<file path="config.mk">
export PLATFORM = sky130hd
export DESIGN_NAME = smsu_ctrl
export DESIGN_NICKNAME = d
export VERILOG_FILES = /design/src/rtl/sparse_matrix_store_unit_defines.svh /design/src/rtl/smsu_pkg.sv /design/src/rtl/smsu_ctrl.sv
export SDC_FILE = /design/constraint.sdc
export NUM_CORES = 1
export LEC_CHECK = 0
export BUFFER_PORTS_ARGS = -buffer_cell sky130_fd_sc_hd__clkbuf_2
export CAP_MARGIN = 20
export CORE_AREA = 5 5 42 44
export CTS_CLUSTER_SIZE = 30
export DETAILED_ROUTE_END_ITERATION = 10
export DIE_AREA = 0 0 47 49
export GPL_ROUTABILITY_DRIVEN = 0
export PLACE_DENSITY_LB_ADDON = 0.15
export RECOVER_POWER = 100
export SLEW_MARGIN = 20
export SYNTH_ARGS = -nofsm -noshare
export SYNTH_HDL_FRONTEND = slang
export SYNTH_SLANG_ARGS = --single-unit
export TNS_END_PERCENT = 10
</file>
<file path="constraint.sdc">
create_clock -name clk -period 1.1 [get_ports clk]
set_input_delay 0.055 -clock clk [delete_from_list [all_inputs] [get_ports clk]]
set_output_delay 0.055 -clock clk [all_outputs]
set_load 0.02 [all_outputs]
</file>
<file path="src/rtl/sparse_matrix_store_unit_defines.svh">
// ----------------------------------------------------------------------------
// Sparse matrix store unit assertion macros
// Concurrent property helpers, compiled out when NO_ASSERTIONS is set.
// ----------------------------------------------------------------------------
`ifndef SPARSE_MATRIX_STORE_UNIT_DEFINES_SVH
`define SPARSE_MATRIX_STORE_UNIT_DEFINES_SVH

`ifndef NO_ASSERTIONS
`define SMSU_ASSERT_SAME(label, clk, rst, ante, cons) \
  label: assert property (@(posedge clk) disable iff (rst) (ante) |-> (cons)) \
    else $error("smsu assertion failed");
`define SMSU_ASSERT_NEXT(label, clk, rst, ante, cons) \
  label: assert property (@(posedge clk) disable iff (rst) (ante) |=> (cons)) \
    else $error("smsu assertion failed");
`else
`define SMSU_ASSERT_SAME(label, clk, rst, ante, cons)
`define SMSU_ASSERT_NEXT(label, clk, rst, ante, cons)
`endif

`endif

</file>
<file path="src/rtl/smsu_pkg.sv">
// ----------------------------------------------------------------------------
// Sparse matrix store unit package
// Command, status and register codes, and controller/datapath handshake types.
// ----------------------------------------------------------------------------
package smsu_pkg;

  localparam int unsigned CMD_BITS       = 2;
  localparam int unsigned STATUS_BITS    = 2;
  localparam int unsigned CFG_INDEX_BITS = 2;

  typedef logic [CMD_BITS-1:0]       cmd_code_t;
  typedef logic [STATUS_BITS-1:0]    status_t;
  typedef logic [CFG_INDEX_BITS-1:0] cfg_index_t;

  localparam cmd_code_t CMD_GET   = 2'd0;
  localparam cmd_code_t CMD_SET   = 2'd1;
  localparam cmd_code_t CMD_CLEAR = 2'd2;

  localparam status_t ST_OK   = 2'd0;
  localparam status_t ST_OOB  = 2'd1;
  localparam status_t ST_FULL = 2'd2;

  localparam cfg_index_t REG_ROW_COUNT     = 2'd0;
  localparam cfg_index_t REG_COL_COUNT     = 2'd1;
  localparam cfg_index_t REG_DEFAULT_VALUE = 2'd2;

  typedef struct packed {
    logic load;
    logic scan;
    logic finish;
  } smsu_cmd_t;

  typedef struct packed {
    logic scan_done;
    logic out_free;
  } smsu_stat_t;

endpackage

</file>
<file path="src/rtl/smsu_ctrl.sv">
// ----------------------------------------------------------------------------
// Sparse matrix store unit controller
// Sequences accept, slot scan and write-back/result for each command.
// ----------------------------------------------------------------------------
module smsu_ctrl import smsu_pkg::*; (
  input  logic       clk,
  input  logic       rst,
  input  logic       req_valid,
  output logic       req_ready,
  input  smsu_stat_t stat,
  output smsu_cmd_t  cmd
);

  typedef enum logic [1:0] {
    IDLE,
    SCAN,
    FINISH
  } state_t;

  state_t state;
  state_t state_next;

  always_comb begin
    state_next = state;
    unique case (state)
      IDLE: begin
        if (req_valid) begin
          state_next = SCAN;
        end
      end
      SCAN: begin
        if (stat.scan_done) begin
          state_next = FINISH;
        end
      end
      FINISH: begin
        if (stat.out_free) begin
          state_next = IDLE;
        end
      end
      default: begin
        state_next = IDLE;
      end
    endcase
  end

  assign req_ready  = (state == IDLE);
  assign cmd.load   = (state == IDLE) && req_valid;
  assign cmd.scan   = (state == SCAN);
  assign cmd.finish = (state == FINISH) && stat.out_free;

  always_ff @(posedge clk) begin
    if (rst) begin
      state <= IDLE;
    end else begin
      state <= state_next;
    end
  end

endmodule

</file>
# [Word level (Yosys, flattened, before mapping)]
# Index checks and enable logic that the tools add are counted.
[totals] ff_bits=2 input_bits=5 output_inout_bits=4 elab_cells=14
[classes] n_eq_ne=5 muxes=4 n_reduce_logical=4
[ops] cell="2-bit two-way mux" count=3
[ops] cell="2-bit != test, second input constant" count=3
[ops] cell="2-bit case mux with 3 select lines" count=1
[ops] cell="3-bit AND reduction" count=1
[ops] cell="2-bit by 1-bit == test with 1-bit output, second input constant" count=1
[ops] cell="2-bit == test, second input constant" count=1
[ops] cell="1-bit logical AND" count=2
[ops] cell="2-bit logical NOT" count=1

# [Depth between registers and ports, before layout]
# Gate-level depths: netlist of run 1.
[logic_depth] ltp_word=3 ltp_mapped=2 ltp_nobuf=2

# [Worst setup path before layout of run 1]
# OpenSTA, ideal clock, no wires.
[synth_timing] kind="reg2out" start="register state[0]" end="output port cmd[2] in the netlist's numbering" arrival_time_ns=0.949 required_time_ns=1.045 slack_ns=0.096 stages_incl_launch_ff=3 path_buffers=0 cell_sequence="dfxtp_1 -> nor2_1 -> and2_1"
[synth_rtl] item="from (decl)" line_no="smsu_ctrl.sv:20" text="state_t state;"
[synth_rtl] item="from (signal assigned)" line_no="smsu_ctrl.sv:56" text="state <= state_next;"
[synth_rtl] item="to (decl)" line_no="smsu_ctrl.sv:11" text="output smsu_cmd_t cmd"

==> impl_metrics.yaml, run 1 <==
status:
  outcome: "completed"
detailed_routing:
  dr.pass1.iters: 2
  ant_nets: 0
  remaining_drc_errors: 0
  drt-initial-drc-count: 2
  drt-vias-per-instance: 3.15
  via_count: 129
  wl_per_cell_um: 7.83
  routed_wl_um: 321
synth:
  ys_types: 11
  synth_flop_cell: "dfxtp_1"
  synth.top_cells.by_count: "dfxtp_1 (2), nor2_1 (2)"
  netlist.area_leader.share: 0.356
  syn_avg_cell_area_um2: 8.66
  synth.largest_area_cell: "dfxtp_1"
  ys_ff_latch: 2
  ys_warn_count: 0
  syn_nets: 18
  syn_area_um2: 113
  synth-edff-count: 0
  ys_seq_area_frac: 0.356
  async_flop_share: 0
  synth_area_leaders: "dfxtp_1 (36%), a21oi_2 (7.8%), and2b_2 (7.8%)"
  synthCells: 13
cells_and_area:
  area_growth_syn_to_layout_pct: 83.3
  layout_common_cells: "clkbuf_2 (7), clkbuf_4 (3), nor2_1 (2), dfxtp_2 (2)"
  reg_top3: "state (2)"
  top_register: "state"
  drive_above_1_share: 0.560
  n_fill_cell: 173
  largest_reg_flops: 2
  layout_commonest_cell: "clkbuf_2"
  layout.nets: 32
  diodes: 0
clock_network:
  cts.sinks: 2
  cts_tree: "built"
  clk_pin_slew_worst_paths_ns: 0.03
  root_buffer: "clkbuf_4"
  clockBufferDepth: 2
  h-tree-depth: 1
  clock_latency_ns: 0.23
  numCtsBuffers: 3
  cts_setup_buffers: 0
timing:
  slew_headroom: 0.830
  fin_crit_sh: 0.933
  tightest_slew_ns: 0.256
  grt_setup_unrepaired: "false"
  setup_tns_ns: 0
  skew_ns: 0.00734
  drv_slew: 0
  hold_viol: 0
  fin_crit_ns: 1.03
  fmax_mhz: 974
  setup-violations-final: 0
setup_path:
  required_ns: 1.04
  critPathLaunchType: "flop"
  path_class: "flop to output port"
  timing.rr.end: "state[1]"
  reg2reg_depth: 2
  regToRegSetupSlack_ns: 0.20
  cp_data_arrival_time_ns: 0.97
  cp-end-kind: "output port"
  reg2reg_from: "state[1]"
  cp_max_fo: 7
min_path:
  hold_path.class: "input pin to flop"
  hold_start: "req_valid"
  hold_end: "state[0]"
  worstHoldPathCells: 3
grt:
  antenna_found_initial: 0
  grt_max_degree: 8
  grt-ovfl-total: 0
  grt_pass1_wl_um: 565
  grt_pass1_vias: 131
  track_usage: 0.0387
flow_run:
  maxCapViolCount: 0
floorplanning:
  row_count: 14
  die-area_um2: 2300
  initial_utilization: 0.0804
  pin_count: 9
  fp.dieW_um: 47
  dieHeight_um: 49
  core_area_um2: 1400
power:
  p_per_area_nw_per_um2: 1470
  total_power_mw: 0.304
  peakVddDrop_mv: 0.369
  total_leakage_power_nw: 0.0891
placed_design:
  io_buffers: 8
  dp_hpwl_um: 264
-- cell type report --
type                    count  area [um2]  share of cell area
clock buffers               3        22.5               0.109
flip-flops and latches      2        42.5               0.206
repair buffers              9        48.8               0.236
well taps                  16        20.0              0.0970
multi-input cells          11        72.6               0.352
-- layer usage --
metal  GRT usage  part of all wire
met5           0                 0
met4      0.0276                 0
met3      0.0480              0.16
met2      0.0317              0.31
met1      0.0481              0.53
-- repair_timing --
| item | 4_1_cts | 5_1_grt |
|---|---|---|
| setup endpoints to repair | 0 | 2 |
| resized for setup | 0 | 2 |
| hold buffers | 0 | 1 |
| hold endpoints to repair | 0 | 1 |
-- cell families after synthesis --
kind of cell    synth area share
compound gates             0.144
simple gates               0.500
flops                      0.356
-- critical path, cell delays in order (launching register included) --
cell and delay, ns:
dfxtp_2 0.33, nor2_1 0.12, and2_1 0.13, clkbuf_2 0.16
-- worst max path at each step --
stage | cells past startpoint | start | endpoint
floorplan | 2 | state[0] | cmd[2]
global placement | 2 | state[0] | state[0]
detailed placement | 2 | state[1] | state[1]
CTS | 3 | state[0] | cmd[2]
global route | 3 | state[0] | cmd[2]
finish | 3 | state[0] | cmd[2]
-- through the flow --
stage                     hold slack, ns  utilization  instances  area, um2  worst slack (ns)
final                             0.0936        0.147         41        206            0.0737
after global routing              0.0857        0.147         41        206            0.0283
after CTS                       0.000571        0.139         40        195            0.0238
after detailed placement           0.245        0.123         37        173             0.155
after global placement             0.241        0.123         37        173             0.107
after floorplan                    0.117            -         13        113            0.0963
-- report_power, final --
| part | leakage, nW | switching [mW] | internal [mW] | total [mW] |
|---|---|---|---|---|
| Sequential | 0.0172 | 0.00659 | 0.0787 | 0.0853 |
| Clock | 0.0138 | 0.0437 | 0.121 | 0.164 |
| Combinational | 0.0581 | 0.0292 | 0.0250 | 0.0542 |
| Total | 0.0891 | 0.0795 | 0.224 | 0.304 |
No activity file was read; power rests on OpenSTA's default activity.
==> inputs of run 2 (changes only) <==
--- a/config.mk
+++ b/config.mk
@@ -13,4 +13,5 @@
 export DIE_AREA = 0 0 47 49
 export GPL_ROUTABILITY_DRIVEN = 0
+export GPL_TIMING_DRIVEN = 0
 export PLACE_DENSITY_LB_ADDON = 0.15
 export RECOVER_POWER = 100
==> constraint.sdc (replaced) <==
create_clock -name clk -period 1.1 [get_ports clk]
set_input_delay 0.165 -clock clk [delete_from_list [all_inputs] [get_ports clk]]
set_output_delay 0.165 -clock clk [all_outputs]
set_load 0.02 [all_outputs]
==> run 2 against run 1 <==
- first-iteration DRC count grew 50%
- combinational power increased by 27%
- non-clock buffer count down 1
- fmax is 6.4% lower
- die area is the same
- sequential share of layout area up 0.27 points
- critical path depth fell by 1
- total power rose by 3.9%
- worst hold slack better by 0.016 ns
- largest cell class unchanged
==> impl_metrics.yaml, run 2 (synthesis results as in run 1) <==
cells_and_area:
  layoutNonFillerInstCount: 40
  largest_reg_flops: 2
  layout_common_cells: "clkbuf_2 (5), clkbuf_4 (3), dfxtp_4 (2)"
  layout.nets: 31
  layout_commonest_cell: "clkbuf_2"
  area_growth_syn_to_layout_pct: 102
  drive_above_1_share: 0.667
  top_register: "state"
  diodes: 0
  reg_top3: "state (2)"
placed_design:
  dp.cells: 37
  io_buffers: 8
  dp_hpwl_um: 282
  dp_slack_ns: 0.137
timing:
  fin_ws_ns: 0.00330
  grt_setup_unrepaired: "true"
  hold_viol: 0
  fmax_mhz: 912
  fin_crit_ns: 1.10
  skew_ns: 0.00439
  slew_headroom: 0.886
  fin_crit_sh: 0.997
  setup-violations-final: 0
  tightest_slew_ns: 0.170
  drv_slew: 0
floorplanning:
  core_area_um2: 1400
  row_count: 14
  pin_count: 9
  dieHeight_um: 49
  fp.dieW_um: 47
  die-area_um2: 2300
  initial_utilization: 0.0804
detailed_routing:
  met3WireLength_um: 47
  routed_wl_um: 329
  dr.pass1.iters: 2
  highest_layer: "met3"
  wl_met1_um: 175
  remaining_drc_errors: 0
  wl_per_cell_um: 8.23
  wl_met2_um: 106
  drt-vias-per-instance: 3.33
  via_count: 133
  ant_nets: 0
  drt-initial-drc-count: 3
min_path:
  hold_path.class: "input pin to flop"
power:
  p_per_area_nw_per_um2: 1390
  total_leakage_power_nw: 0.0983
  switching_share: 0.254
  seqPwrFrac: 0.268
  p_int_mw: 0.235
  total_power_mw: 0.316
  power_frac_comb: 0.217
  net-switching-power_mw: 0.0803
  peakVddDrop_mv: 0.289
  pwr-share-clk: 0.515
setup_path:
  cp_max_fo: 6
  path_class: "flop to output port"
  cp-end-kind: "output port"
  critPathLaunchType: "flop"
  cp_data_arrival_time_ns: 0.93
  required_ns: 0.94
clock_network:
  h-tree-depth: 1
  numCtsBuffers: 3
  clockBufferDepth: 2
  cts_tree: "built"
  cts.sinks: 2
  clk_pin_slew_worst_paths_ns: 0.03
  root_buffer: "clkbuf_4"
  cts_setup_buffers: 0
  clock_latency_ns: 0.22
grt:
  grt_max_degree: 8
  antenna_found_initial: 0
  track_usage: 0.0429
  grt_pass1_wl_um: 655
  grt_pass1_vias: 158
  grt-ovfl-total: 0
flow_run:
  maxCapViolCount: 0
status:
  outcome: "completed"
run 2: timing repair:
item                       4_1_cts  5_1_grt
pin swaps                        2        1
hold buffers                     0        0
resized for setup                8        6
setup endpoints to repair        3        3
run 2: layer usage:
layer  vias to the layer above  global-route usage
li1                         66                   -
met1                        58              0.0481
met2                         9              0.0430
met3                         0              0.0406
met4                         0              0.0415
met5                         -                   0
run 2: area by class of cell:
class / count / area (um2)
Tap cell: 16 / 20.0
Sequential cell: 2 / 47.5
Multi-Input combinational cell: 11 / 78.8
Fill cell: 174 / 1170
Clock buffer: 3 / 22.5
Timing Repair Buffer: 8 / 58.8
run 2: stage by stage:
step,hold WS [ns],TNS [ns],instance area (um2),utilization
2_1_floorplan,0.227,0,115,-
3_3_place_gp,0.353,0,175,0.125
3_5_place_dp,0.356,0,175,0.125
4_1_cts,0.107,-0.0499,221,0.158
5_1_grt,0.112,-0.0976,228,0.163
6_report,0.110,0,228,0.163
run 2: worst max-delay path, stage by stage (launching register included):
cell and delay, ns:
dfxtp_4 0.36, and2b_2 0.22, buf_6 0.13
run 2: final timing paths:
kind              startpoint       end  slack (ns)  depth (start not counted)
setup / recovery    state[1]    cmd[1]       0.003                          2
hold / removal           rst  state[0]        0.11                          2
setup reg to reg    state[0]  state[1]        0.17                          2
hold reg to reg     state[1]  state[0]        0.45                          1
run 2: power groups by stage:
stage	combinational [mW]	sequential (mW)	clock (mW)
after global routing	0.0749	0.0866	0.182
after detailed placement	0.0543	0.0855	0
after global placement	0.0534	0.0855	0
after CTS	0.0638	0.0848	0.176
after floorplan	0.0329	0.0839	0
final	0.0686	0.0846	0.162
